$ cat config.mk
export PLATFORM = sky130hd
export DESIGN_NAME = prbt_queue
export DESIGN_NICKNAME = d
export VERILOG_FILES = /design/src/rtl/prbt_pkg.sv /design/src/rtl/prbt_queue.sv
export SDC_FILE = /design/constraint.sdc
export NUM_CORES = 1
export LEC_CHECK = 0
export ABC_AREA = 1
export BUFFER_PORTS_ARGS = -buffer_cell sky130_fd_sc_hd__buf_2
export CAP_MARGIN = 20
export CORE_UTILIZATION = 56
export CTS_CLUSTER_DIAMETER = 30
export DETAILED_ROUTE_END_ITERATION = 10
export PLACE_DENSITY = 0.84
export SLEW_MARGIN = 20
export SYNTH_ARGS = -nofsm -noshare
export SYNTH_HDL_FRONTEND = slang
export SYNTH_SLANG_ARGS = --single-unit
$ cat constraint.sdc
create_clock -name i_clk -period 4.2 [get_ports i_clk]
set_clock_uncertainty 0.15 [all_clocks]
set_input_delay 1.26 -clock i_clk [delete_from_list [all_inputs] [get_ports i_clk]]
set_output_delay 1.26 -clock i_clk [all_outputs]
set_load 0.02 [all_outputs]
$ cat src/rtl/prbt_pkg.sv
// Shared types and constants of the pipe ring buffer table.
package prbt_pkg;

    localparam logic [2:0] KIND_CREATE = 3'd0;
    localparam logic [2:0] KIND_WRITE  = 3'd1;
    localparam logic [2:0] KIND_READ   = 3'd2;
    localparam logic [2:0] KIND_CLOSE  = 3'd3;
    localparam logic [2:0] KIND_QUERY  = 3'd4;

    localparam logic [2:0] ST_OK       = 3'd0;
    localparam logic [2:0] ST_BAD      = 3'd1;
    localparam logic [2:0] ST_EMPTY    = 3'd2;
    localparam logic [2:0] ST_FULL     = 3'd3;
    localparam logic [2:0] ST_EOF      = 3'd4;
    localparam logic [2:0] ST_RDCLOSED = 3'd5;
    localparam logic [2:0] ST_NOFREE   = 3'd6;

    localparam logic [7:0] FD_BASE = 8'd100;

    localparam int QUEUE_DEPTH = 2;

    typedef struct packed {
        logic [2:0] kind;
        logic [7:0] fd;
        logic [7:0] data_byte;
        logic [6:0] read_count;
    } t_in_beat;

    typedef struct packed {
        logic [2:0]  status;
        logic [7:0]  out_byte;
        logic [7:0]  read_fd;
        logic [10:0] level;
        logic        last;
    } t_out_beat;

    typedef enum logic [2:0] {
        OP_CREATE,
        OP_WRITE,
        OP_READ,
        OP_CLOSE,
        OP_QUERY,
        OP_BAD
    } t_op;

    typedef struct packed {
        t_op        op;
        logic       fd_ok;
        logic [6:0] slot;
        logic       is_rd;
        logic [7:0] data_byte;
        logic [6:0] cnt;
        logic       cnt_zero;
    } t_cmd;

    typedef enum logic [1:0] {
        S_IDLE,
        S_EXEC,
        S_RD_ADDR,
        S_RD_OUT
    } t_state;

endpackage

$ cat src/rtl/prbt_queue.sv
// Short command queue between the front end and the back end.
module prbt_queue (
    input  logic            i_clk,
    input  logic            i_rst_n,
    input  logic            i_push,
    input  prbt_pkg::t_cmd  i_cmd,
    output logic            o_full,
    input  logic            i_pop,
    output logic            o_valid,
    output prbt_pkg::t_cmd  o_cmd
);

    localparam int QD  = prbt_pkg::QUEUE_DEPTH;
    localparam int QAW = (QD > 1) ? $clog2(QD) : 1;

    prbt_pkg::t_cmd r_entry [QD];
    logic [QAW-1:0] r_wp, r_rp;
    logic [QAW:0]   r_cnt;
    logic           do_push, do_pop;

    assign o_full  = (r_cnt == (QAW+1)'(QD));
    assign o_valid = (r_cnt != '0);
    assign o_cmd   = r_entry[r_rp];
    assign do_push = i_push && !o_full;
    assign do_pop  = i_pop && o_valid;

    always_ff @(posedge i_clk) begin
        if (!i_rst_n) begin
            r_wp  <= '0;
            r_rp  <= '0;
            r_cnt <= '0;
        end else begin
            if (do_push) begin
                r_wp <= (r_wp == QAW'(QD - 1)) ? '0 : r_wp + 1'b1;
            end
            if (do_pop) begin
                r_rp <= (r_rp == QAW'(QD - 1)) ? '0 : r_rp + 1'b1;
            end
            if (do_push && !do_pop) begin
                r_cnt <= r_cnt + 1'b1;
            end else if (do_pop && !do_push) begin
                r_cnt <= r_cnt - 1'b1;
            end
        end
    end

    always_ff @(posedge i_clk) begin
        if (do_push) begin
            r_entry[r_wp] <= i_cmd;
        end
    end

endmodule

* Word-level counts from Yosys, hierarchy flattened
Memory sizes are Yosys's and may differ from the RTL's. A register that Yosys moved wholly into a read port is not among the register bits.
Index checks and enable logic that the tools add are counted.
** Operators by class
- $add $sub $neg :: 4
- Reduce and logical (&&, ||, !) cells :: 9
- Equal/unequal tests :: 1
- Multiplexer cells :: 8
** Operators with widths (count)
- two-way mux 1 bit :: 6
- logical AND 1 bit :: 4
- two-way mux 2 bit :: 2
- nonzero test 2 bit :: 2
- zero test 1 bit :: 3
- adder 1 bit (second input constant) :: 2
- adder 2 x 1 -> 2 bit (second input constant) :: 1
- equality test 2 bit (second input constant) :: 1
- subtractor 2 x 1 -> 2 bit (second input constant) :: 1
** Storage, ports and cells
- Flip-flop bits (word level) :: 4
- Word-level logic and storage cells :: 26
- Memories kept :: 1
- Input port bits :: 32
- Memory bits (writable) :: 56
** Memory list
- r_entry :: words 2, width 28, read ports 1, clocked after Yosys merged registers in 1, write ports 1, line prbt_queue.sv:16 : prbt_pkg::t_cmd r_entry [QD];

* Logic depth before layout (Yosys ltp)
- Depth after elaboration :: 7
- Mapped depth :: 10

* Worst setup path before layout
No wires, ideal clock.
- Path kind :: input port to flip-flop
- Start :: input port i_push
- End :: memory r_entry[1][0] in the netlist's numbering (enable)
- Buffers on the path :: 0
- Library setup time :: 413 ps
- Data required time :: 3637 ps
- Slack :: 1121 ps
- Arrival time :: 2516 ps
- Stages :: 2
- Path through :: o21ai_2 -> nor2_1
** On the way
- Cells in the longest elaborated chain, start to end :: 3
** Ends and longest elaborated chain
- from (decl) :: line prbt_queue.sv:5 : input logic i_push,
- logical AND 1 bit :: line prbt_queue.sv:24 : assign do_push = i_push && !o_full;
- two-way mux 1 bit :: line prbt_queue.sv:48 : if (do_push) begin
- two-way mux 1 bit (implied by the code) :: line prbt_queue.sv:49 : r_entry[r_wp] <= i_cmd;
- to (decl) :: line prbt_queue.sv:16
Every way passes these cells.

==> flow_summary.ini <==
[yosys]
synth_seq_cells = 61
synth_area_um2 = 2370
synth_fa_ha_area_frac = 0.00528
synth_mux_area_frac = 0.165
synth_cell_types = 16
synth_nets = 157
synth_xor_area_frac = 0
synth_top_family_by_area = multiplexers
ys_seq_area_frac = 0.752
synth_compound_area_frac = 0.0132
synthSimpleGateAreaFrac = 0.0301
yosys_warnings = 0
avgSynthCellArea_um2 = 19.1
syn_inst = 124

[timing]
worst_slew_pin_slew_ns = 0.867
relSlewSlack = 0.422
hold_slack_ns = 0.371
finalSetupTns_ns = 0
rsz0062_at_grt = false
setup_viol = 0
post-route-period-util = 0.764
fin_ws_ns = 0.992
hold_violations = 0
fmax_mhz = 312
slew_violations = 0
min_period_ns = 3.21

[final_layout]
diodes = 0
nNetsFinal = 228
finalCoreUtilization = 0.729
fillCellCount = 269
finalNonFillerCells = 250
final_common_cell = buf_2
drive_above_1_share = 0.540
final_cell_mix = buf_2, edfxtp_1, mux2_4
syn_to_final_growth_pct = 24.0
post-route-cell-area_um2 = 2940

[clock_network]
ctsHoldBuffers = 0
root_buffer = clkbuf_8
cts_buffer_depth = 2
cts_resized = 0
cts_tree = done
clock_latency_ns = 0.32
cts_buffers = 9
post_cts_buffers = 0
h-tree-depth = 3
cts.sink_count = 61
clk_pin_slew_ns = 0.06

[setup_path]
cp-start-kind = flop
crit_family = flip-flops
slowest_stage = dfxtp_2
critPathKind = reg2out
cp-end-kind = output port
reg2reg_to = r_cnt[1]
r2r-start = r_cnt[1]
critPathBufInv = 1
worst_ep_required_time_ns = 2.79
r2r_slack_ns = 2.50
path_cells = mux2_2 > buf_2
worstPathArrival_ns = 1.80
reg2reg_depth = 8
cp_max_fo = 28
critPathMaxStageDelay_ns = 0.89

[power_and_ir_drop]
seqPwrFrac = 0.440
p_total_mw = 1.91
power_leakage_nw = 1.19
clkPwrFrac = 0.312
swShare = 0.279
powerDensity_nw_per_um2 = 650
p_sw_mw = 0.533
internal_power_mw = 1.37
vdd_drop_max_mv = 0.409
comb_power_share = 0.248

[global_route]
track_usage = 0.187
antenna_found_initial = 0
grt_pass1_wl_mm = 5.69
grt_max_degree = 29
first_global_vias = 1215
grt_overflow_total = 0

[routing]
viasPerCell = 4.98
first_pass_iters = 4
routed_wl_mm = 3.79
drt_iter0_drc = 92
antenna_left = 0
via_count = 1246
avgRoutedWirePerCell_um = 15.1
drc = 0

[hold_path]
hold_path_startpoint = r_rp
holdPathStages = 2
min_path_type = reg2reg

[die]
core_area_um2 = 4030
die_area_um2 = 4490
std_cell_rows = 23
start_util = 0.588
io_pins = 62
die_y_um = 67.0
die_w_um = 67.0

[place]
place_ws_ns = 1.32
placedCellCount = 234
dp_hpwl_mm = 2.51
dpl_cell_area_um2 = 2710
io_buffer_count = 61
place.gp.congestion = 0.705

[status]
status = finished clean

[flow_run]
drv_cap = 0
final cells by class:
class,count,area [um2],area share
Inverter,8,30.0,0.0102
Clock buffer,11,131,0.0447
Clock inverter,5,98.8,0.0337
Timing Repair Buffer,63,320,0.109
Sequential cell,61,1780,0.607
Multi-Input combinational cell,52,510,0.174
Tap cell,50,62.6,0.0213
worst max path at each step:
stage,startpoint,to,slack [ns],cells after the start
after floorplan,i_push,r_entry[1][0],1.12,2
final,flop,o_cmd[7],0.99,2
after global placement,flop,o_cmd[13],1.35,2
after global routing,flop,o_cmd[7],0.90,2
after detailed placement,flop,o_cmd[7],1.32,2
after CTS,flop,o_cmd[7],0.96,2
power by group through the flow:
stage	Clock [mW]	Combinational, mW	Sequential (mW)
finish	0.595	0.474	0.838
global route	0.631	0.513	0.848
CTS	0.607	0.477	0.839
detailed placement	0	0.476	0.852
global placement	0	0.457	0.843
floorplan	0	0.398	0.806
cell usage after synthesis (all sizes together):
library cell	number	area (um2)
nand2	7	26.3
inv	8	30.0
nand3	1	5.00
o21a	1	7.51
nor2	9	33.8
ha	1	12.5
a21oi	1	5.00
edfxtp	56	1680
buf	3	51.3
mux2	28	390
nand4	1	6.26
dfxtp	5	100
o21ai	3	18.8
flip-flops by register name, indices dropped and copies added (netlist names), named ones only:
name     cells
r_entry     56
r_cnt        2
r_rp         1
r_wp         1
metal layers:
| metal | up-vias | routed length (um) | track usage |
|---|---|---|---|
| met5 | - | 0 | 0 |
| met1 | 591 | 1470 | 0.217 |
| met3 | 8 | 213 | 0.0548 |
| met4 | 0 | 69 | 0.125 |
| met2 | 44 | 2030 | 0.299 |
| li1 | 603 | - | - |
cell families after synthesis:
| group | after synthesis |
|---|---|
| flops | 61 |
| mux | 28 |
| simple gates | 18 |
| fa+ha+maj | 1 |
| compound gates | 5 |
| buf+inv | 11 |
tightest hold or removal path: cells and delay by family (launching register included):
| family | cells | cell delay [ns] |
|---|---|---|
| AND/OR/NAND/NOR | 2 | 0.15 |
| flip-flops | 1 | 0.34 |
Power figures use the tool's default switching activity.
