==> config.mk <==
export PLATFORM = sky130hd
export DESIGN_NAME = prbt_front
export DESIGN_NICKNAME = d
export VERILOG_FILES = /design/src/rtl/prbt_pkg.sv /design/src/rtl/prbt_front.sv
export SDC_FILE = /design/constraint.sdc
export NUM_CORES = 1
export LEC_CHECK = 0
export BUFFER_PORTS_ARGS = -buffer_cell sky130_fd_sc_hd__buf_4
export CAP_MARGIN = 20
export CORE_AREA = 2 2 39 41
export DETAILED_ROUTE_END_ITERATION = 7
export DIE_AREA = 0 0 41 43
export PLACE_DENSITY = 0.77
export SYNTH_ARGS = -nofsm -noshare
export SYNTH_HDL_FRONTEND = slang
export SYNTH_SLANG_ARGS = --single-unit
==> constraint.sdc <==
create_clock -name vclk -period 1.4
set_input_delay 0.28 -clock vclk [all_inputs]
set_output_delay 0.28 -clock vclk [all_outputs]
set_load 0.005 [all_outputs]
==> src/rtl/prbt_pkg.sv <==
// Shared types and constants of the pipe ring buffer table.
package prbt_pkg;

    localparam logic [2:0] KIND_CREATE = 3'd0;
    localparam logic [2:0] KIND_WRITE  = 3'd1;
    localparam logic [2:0] KIND_READ   = 3'd2;
    localparam logic [2:0] KIND_CLOSE  = 3'd3;
    localparam logic [2:0] KIND_QUERY  = 3'd4;

    localparam logic [2:0] ST_OK       = 3'd0;
    localparam logic [2:0] ST_BAD      = 3'd1;
    localparam logic [2:0] ST_EMPTY    = 3'd2;
    localparam logic [2:0] ST_FULL     = 3'd3;
    localparam logic [2:0] ST_EOF      = 3'd4;
    localparam logic [2:0] ST_RDCLOSED = 3'd5;
    localparam logic [2:0] ST_NOFREE   = 3'd6;

    localparam logic [7:0] FD_BASE = 8'd100;

    localparam int QUEUE_DEPTH = 2;

    typedef struct packed {
        logic [2:0] kind;
        logic [7:0] fd;
        logic [7:0] data_byte;
        logic [6:0] read_count;
    } t_in_beat;

    typedef struct packed {
        logic [2:0]  status;
        logic [7:0]  out_byte;
        logic [7:0]  read_fd;
        logic [10:0] level;
        logic        last;
    } t_out_beat;

    typedef enum logic [2:0] {
        OP_CREATE,
        OP_WRITE,
        OP_READ,
        OP_CLOSE,
        OP_QUERY,
        OP_BAD
    } t_op;

    typedef struct packed {
        t_op        op;
        logic       fd_ok;
        logic [6:0] slot;
        logic       is_rd;
        logic [7:0] data_byte;
        logic [6:0] cnt;
        logic       cnt_zero;
    } t_cmd;

    typedef enum logic [1:0] {
        S_IDLE,
        S_EXEC,
        S_RD_ADDR,
        S_RD_OUT
    } t_state;

endpackage

==> src/rtl/prbt_front.sv <==
// Front end: accept input beats and decode them into commands.
module prbt_front #(
    parameter int NUM_PIPES = 8,
    parameter int MAX_READ  = 64
) (
    input  logic                 i_in_valid,
    output logic                 o_in_stall,
    input  prbt_pkg::t_in_beat   i_in_beat,
    input  logic                 i_q_full,
    output logic                 o_q_push,
    output prbt_pkg::t_cmd       o_cmd
);

    logic [8:0] fd_off;

    assign o_in_stall = i_q_full;
    assign o_q_push   = i_in_valid && !i_q_full;
    assign fd_off     = {1'b0, i_in_beat.fd} - {1'b0, prbt_pkg::FD_BASE};

    always_comb begin
        o_cmd.slot      = fd_off[7:1];
        o_cmd.fd_ok     = !fd_off[8] && (fd_off[7:1] < 7'(NUM_PIPES));
        o_cmd.is_rd     = !fd_off[0];
        o_cmd.data_byte = i_in_beat.data_byte;
        o_cmd.cnt_zero  = (i_in_beat.read_count == 7'd0);
        o_cmd.cnt       = (i_in_beat.read_count > 7'(MAX_READ)) ? 7'(MAX_READ)
                                                                 : i_in_beat.read_count;
        unique case (i_in_beat.kind)
            prbt_pkg::KIND_CREATE: o_cmd.op = prbt_pkg::OP_CREATE;
            prbt_pkg::KIND_WRITE:  o_cmd.op = prbt_pkg::OP_WRITE;
            prbt_pkg::KIND_READ:   o_cmd.op = prbt_pkg::OP_READ;
            prbt_pkg::KIND_CLOSE:  o_cmd.op = prbt_pkg::OP_CLOSE;
            prbt_pkg::KIND_QUERY:  o_cmd.op = prbt_pkg::OP_QUERY;
            default:               o_cmd.op = prbt_pkg::OP_BAD;
        endcase
    end

endmodule

Word-level counts from Yosys, hierarchy flattened
Index checks and enable logic that the tools add are counted.

operators by class
  add/sub/neg operators = 1
  magnitude comparators = 2
  equality and inequality tests = 4
  mux-type cells = 2
  reduce and logical (&&, ||, !) cells = 7

operator list
  kind                 number
  $pmux 3 s5           1
  $sub 8x7->9 const B  1
  $gt 7x7->1 const B   1
  $logic_not 7->1      1
  $lt 7x4->1 const B   1
  $mux 7               1
  $eq 3x2->1 const B   2
  $eq 3x1->1 const B   1
  $eq 3x3->1 const B   1
  $logic_not 1->1      3
  $logic_not 3->1      1
  $logic_and 1x1->1    2

storage, ports and cells
  register bits = 0
  output and inout port bits = 30
  word-level logic and storage cells = 16

Depth between registers and ports, before layout
Gate-level depths: netlist of the first run.

  depth after elaboration = 3
  mapped depth = 5

Worst setup path after synthesis of the first run
Ideal clock, no wire load.

  path type = input to output
  start point = input i_in_beat[17] in the netlist's numbering
  end point = output o_cmd[24] in the netlist's numbering
  data arrival time = 1.190 ns
  slack = -0.070 ns
  cell stages on the path = 5
  path buffers = 0
  cell sequence = inv_1 > ha_1 > o21bai_1 > mux2_2 > o32ai_1

RTL lines
  element      line              RTL
  from (decl)  prbt_front.sv:8   input prbt_pkg::t_in_beat i_in_beat,
  to (decl)    prbt_front.sv:11  output prbt_pkg::t_cmd o_cmd

==> reports/qor.yml, run 1 <==
synth:
  synth_nets: 71
  yosysUniqueCellTypes: 21
  synth.top_cells.by_area: "buf_4 (24%), and2b_2 (17%), xor2_1 (8.4%)"
  synth_compound_area_share_pct: 9.16
  syn_area_per_cell_um2: 7.48
  synth_xor_xnor_area_share_pct: 11.2
  synthAdderAreaFrac_pct: 3.98
  synth_warnings: 0
  synthSimpleGateAreaFrac_pct: 37.8
  synthCells: 42
  yosysTopAreaCellShare_pct: 23.9
  synth_top_family_by_area: "simple AND/OR/NAND/NOR gates"
  synthMuxAreaShare_pct: 3.59
  synth_area_leader_cell: "buf_4"
  yosysSeqAreaShare_pct: 0
  synth_area_um2: 314
pwr:
  powerDensity_nw_per_um2: 289
  p_switching_w: 0.0000639
  vdd_drop_max_uv: 141
  p_int_w: 0.000126
  p_comb_share_pct: 100.0
  clkPwrFrac_pct: 0
  p_leak_nw: 0.347
  swShare_pct: 33.6
  power_frac_seq_pct: 0
timing:
  fin_setup_tns_ns: -0.395
  slew_headroom_pct: 86.9
  fin_crit_sh_pct: 111
  maxSlewViolCount: 0
  rsz0062_at_grt: "yes"
  fmax_mhz: 641
  worstMarginPinSlew_ns: 0.195
  min_period_ns: 1.56
  setup_viol: 5
  whs_ns: 0.560
  finalHoldViolCount: 0
  fin_ws_ns: -0.160
status:
  violations: "negative setup slack"
  status: "finished with violations"
global_routing:
  grt-ovfl-total: 0
  grt_pass1_vias: 359
  antenna_found_initial: 0
  grt_pass1_wl_um: 1260
  grt_max_degree: 8
  track_usage_pct: 9.39
placed_design:
  portBuffers: 40
  dp_slack_ns: -0.247
  hpwl_um: 736
  gp_congestion: 0.645
worst_setup_path:
  cp-endpoint: "o_cmd[24]"
  cp_max_fo: 3
  endpoint_kind: "output pin"
  startpoint: "i_in_beat[17]"
  cp-start-kind: "input pin"
  criticalPathCategory: "input pin to output pin"
  worstPathRequired_ns: 1.12
  arrival_ns: 1.28
floorplanning:
  initial_utilization_pct: 22.7
  die_w_um: 41
  dieArea_um2: 1760
  row_count: 14
  die_h_um: 43
  core_um2: 1380
  ioPinCount: 58
hold_path:
  min-delay-start: "i_in_beat[11]"
  holdCritPathClass: "input pin to output pin"
route:
  wl_per_cell_um: 9.02
  drc: 0
  drtIter0Drc: 2
  vias: 396
  dr.pass1.iters: 4
  ant_nets: 0
  via_per_inst: 4.30
  finalWirelength_um: 830
final_layout:
  syn2layout_area_growth_pct: 110
  multi_input_area_um2: 243
  final_cell_mix: "buf_4 (41), and2b_2 (6), xor2_1 (3), inv_1 (3), buf_6 (3)"
  mostFrequentLayoutCell: "buf_4"
  register_area_um2: 0
  num-fill-cells: 141
  drive_gt1_share_pct: 80.3
  nClkBuffers: 0
  seq_cell_count: 0
  antenna_cells: 0
  nets: 107
flow_run:
  max_cap_violations: 0
clocking:
  post_cts_buffers: 0
## worst min path at each step
stage	to	slack [ns]	cells past startpoint
after floorplan	o_cmd[18]	0.58	1
after global placement	o_cmd[11]	0.56	0
after detailed placement	o_cmd[11]	0.56	0
after CTS	o_cmd[11]	0.56	0
after global routing	o_cmd[17]	0.56	0
final	o_cmd[12]	0.56	0
## what timing repair did
item,in CTS,in global routing
gates resized for setup,6,3
cloned,0,0
setup endpoints to repair,5,5
hold buffers,0,0
pin swaps,4,3
## power by group through the flow
stage                     registers [W]   logic, W  clock network (W)
after floorplan                       0  0.0000816                  0
after global placement                0   0.000179                  0
after detailed placement              0   0.000181                  0
after CTS                             0   0.000188                  0
after global routing                  0   0.000208                  0
final                                 0   0.000190                  0
## layer usage
metal | vias up | part of all wire (%) | global-route usage (%)
met5 | - | 0 | 0
li1 | 194 | - | -
met1 | 170 | 33 | 11.7
met4 | 0 | 0.24 | 0.667
met2 | 30 | 52 | 16.9
met3 | 2 | 14 | 1.05
## stage by stage
step                      instance area (um2)  utilization [%]  total power, W  cells
final                                     658             47.6        0.000190     92
after CTS                                 642             46.4        0.000188     92
after global placement                    619             44.8        0.000179     92
after global routing                      658             47.6        0.000208     92
after detailed placement                  619             44.8        0.000181     92
after floorplan                           343                -       0.0000816     42
## cell usage after synthesis
library cell   count
o21bai_1           1
o21ai_0            1
ha_1               1
nor2_1             1
xnor2_1            1
a21o_1             1
mux2_2             1
or3_4              1
buf_4             10
nor2b_1            2
clkbuf_1           1
dlygate4sd3_1      1
or4_1              1
o32ai_1            1
nand3_2            1
inv_1              5
and2b_2            6
nand3_1            1
nor4_2             1
xor2_1             3
nand2_1            1
## logic make-up (layout without fill, tap and decap cells)
logic type / Yosys count / count (layout)
AND/OR/NAND/NOR: 15 / 15
AO/OA/AOI/OAI: 4 / 4
multiplexers: 1 / 1
XOR/XNOR: 4 / 4
buffers and inverters: 17 / 51
adder cells (fa/ha/maj): 1 / 1
## worst max-delay path, stage by stage
cell and delay, ns:
buf_8 0.08, inv_4 0.03, ha_4 0.15, o21bai_1 0.14, mux2_4 0.27, o32ai_2 0.19
buf_4 0.15
## final cells by class
type / count / share of cell area [%]
Inverter: 5 / 3.61
Multi-Input combinational cell: 25 / 36.9
Timing Repair Buffer: 46 / 56.5
Tap cell: 16 / 3.04
(Power assumes the default switching activity.)
==> run 2, diff against run 1 <==
- BUFFER_PORTS_ARGS: -buffer_cell sky130_fd_sc_hd__buf_4 -> not set
- DONT_BUFFER_PORTS: not set -> 1
- PLACE_DENSITY: 0.77 -> not set
==> run 2 against run 1 <==
- the flow now finishes without violations
- fmax grew 15%
- flip-flop and latch count is the same
- sequential share of layout area is the same
- non-clock buffer count shrank 44
- total power shrank 65%
- critical endpoint unchanged
- largest power group unchanged
- highest routed layer is now met3
==> reports/qor.yml, run 2 (synthesis results as in run 1) <==
floorplanning:
  die_w_um: 41  # unchanged
  row_count: 14  # unchanged
  die_h_um: 43  # unchanged
  initial_utilization_pct: 22.7  # unchanged
  ioPinCount: 58  # unchanged
  core_um2: 1380  # unchanged
  dieArea_um2: 1760  # unchanged
timing:
  maxSlewViolCount: 0  # unchanged
  finalHoldViolCount: 0  # unchanged
  rsz0062_at_grt: "no"  # was yes
  slew_headroom_pct: 81.4  # was 86.9%
  fin_crit_sh_pct: 96.5  # was 111%
  fmax_mhz: 740  # was 641 MHz
  whs_ns: 0.560  # unchanged
  setup_viol: 0  # was 5
  worstMarginPinSlew_ns: 0.277  # was 0.195 ns
  min_period_ns: 1.35  # was 1.56 ns
worst_setup_path:
  slowest_delay_ns: 0.28  # was 0.27 ns
  worstPathRequired_ns: 1.12  # about the same
  cp_max_fo: 3  # unchanged
  arrival_ns: 1.07  # was 1.28 ns
  cp-start-kind: "input pin"  # unchanged
  crit_family: "compound AO/OA/AOI/OAI gates"  # unchanged
  worstPathCellList: "inv_6 -> ha_4 -> o21bai_1 -> mux2_4 -> o32ai_4"  # was buf_8 -> inv_4 -> ha_4 -> o21bai_1 -> mux2_4 -> o32ai_2 -> buf_4
  endpoint_kind: "output pin"  # unchanged
  critPathBufInv: 1  # was 3
  worst_path_max_delay_cell: "mux2_4"  # unchanged
  criticalPathCategory: "input pin to output pin"  # unchanged
route:
  finalWirelength_um: 561  # was 830 um
  ant_nets: 0  # unchanged
  via_per_inst: 4.77  # was 4.30
  dr.pass1.iters: 2  # was 4
  vias: 229  # was 396
  drc: 0  # unchanged
  drtIter0Drc: 1  # was 2
  wl_per_cell_um: 11.7  # was 9.02 um
pwr:
  powerDensity_nw_per_um2: 219  # was 289 nW/um2
  vdd_drop_max_uv: 72.6  # was 141 uV
  finalPower_w: 0.0000670  # was 0.000190 W
  p_leak_nw: 0.121  # was 0.347 nW
final_layout:
  final_core_util_pct: 22.1  # was 47.6%
  seq_cell_count: 0  # unchanged
  final_cell_mix: "and2b_2 (6), xor2_1 (3), inv_1 (3)"  # was buf_4 (41), and2b_2 (6), xor2_1 (3), inv_1 (3), buf_6 (3)
  nClkBuffers: 0  # unchanged
  mostFrequentLayoutCell: "and2b_2"  # was buf_4
  syn2layout_area_growth_pct: -2.79  # was 110%
  nets: 63  # was 107
  register_area_um2: 0  # unchanged
  antenna_cells: 0  # unchanged
  drive_gt1_share_pct: 50.0  # was 80.3%
global_routing:
  grt_max_degree: 9  # was 8
  antenna_found_initial: 0  # unchanged
  track_usage_pct: 5.49  # was 9.39%
  grt_pass1_vias: 216  # was 359
  grt_pass1_wl_um: 745  # was 1260 um
  grt-ovfl-total: 0  # unchanged
status:
  status: "completed"  # was finished with violations
hold_path:
  worst_hold_path.endpoint: "o_cmd[14]"  # was o_cmd[12]
  min_path_cells: 0  # unchanged
  holdCritPathClass: "input pin to output pin"  # unchanged
  min-delay-start: "i_in_beat[13]"  # was i_in_beat[11]
placed_design:
  gp_congestion: 0.668  # was 0.645
  portBuffers: 0  # was 40
  hpwl_um: 530  # was 736 um
flow_run:
  max_cap_violations: 0  # unchanged
clocking:
  post_cts_buffers: 0  # unchanged
-- run 2: cell count changes in the layout (fill, tap and decap cells not counted), sizes merged --
| cell | before | now |
|---|---|---|
| buf | 46 | 2 |
-- run 2: repair_timing --
item	4_1_cts	5_1_grt
resized for setup	1	2
pin swaps	1	0
hold buffers	0	0
setup endpoints to repair	1	1
gates cloned	0	0
-- run 2: how the worst max path moves through the flow --
| stage | start | endpoint | slack [ns] | cells after the start |
|---|---|---|---|---|
| after global routing | i_in_beat[17] | o_cmd[24] | 0.003 | 5 |
| after floorplan | i_in_beat[17] | o_cmd[24] | 0.0002 | 5 |
| after global placement | i_in_beat[17] | o_cmd[24] | -0.03 | 5 |
| after detailed placement | i_in_beat[17] | o_cmd[24] | -0.03 | 5 |
| final | i_in_beat[17] | o_cmd[24] | 0.05 | 5 |
| after CTS | i_in_beat[17] | o_cmd[24] | 0.03 | 5 |
-- run 2: power breakdown --
part	internal [W]	total (W)	switching, W
sequential	0	0	0
clock	0	0	0
combinational	0.0000379	0.0000670	0.0000291
-- run 2: through the flow --
step / worst slack, ns / setup TNS, ns / cell area, um2 / instances
after global placement: -0.0333 / -0.0333 / 289 / 48
after global routing: 0.00271 / 0 / 305 / 48
after floorplan: 0.000231 / 0 / 343 / 42
after detailed placement: -0.0295 / -0.0295 / 289 / 48
final: 0.0484 / 0 / 305 / 48
after CTS: 0.0337 / 0 / 300 / 48
-- run 2: final cells by class --
| type | count | area [um2] |
|---|---|---|
| timing repair buffer | 2 | 15.0 |
| fill | 162 | 1080 |
| inverter | 5 | 28.8 |
| multi-input combinational | 25 | 241 |
| tap | 16 | 20.0 |
-- run 2: routing by layer --
| metal | vias up | track usage (%) | share of wire, % |
|---|---|---|---|
| li1 | 105 | - | - |
| met1 | 97 | 7.28 | 35 |
| met2 | 27 | 7.81 | 43 |
| met3 | 0 | 3.66 | 22 |
| met4 | 0 | 0 | 0 |
| met5 | - | 0 | 0 |
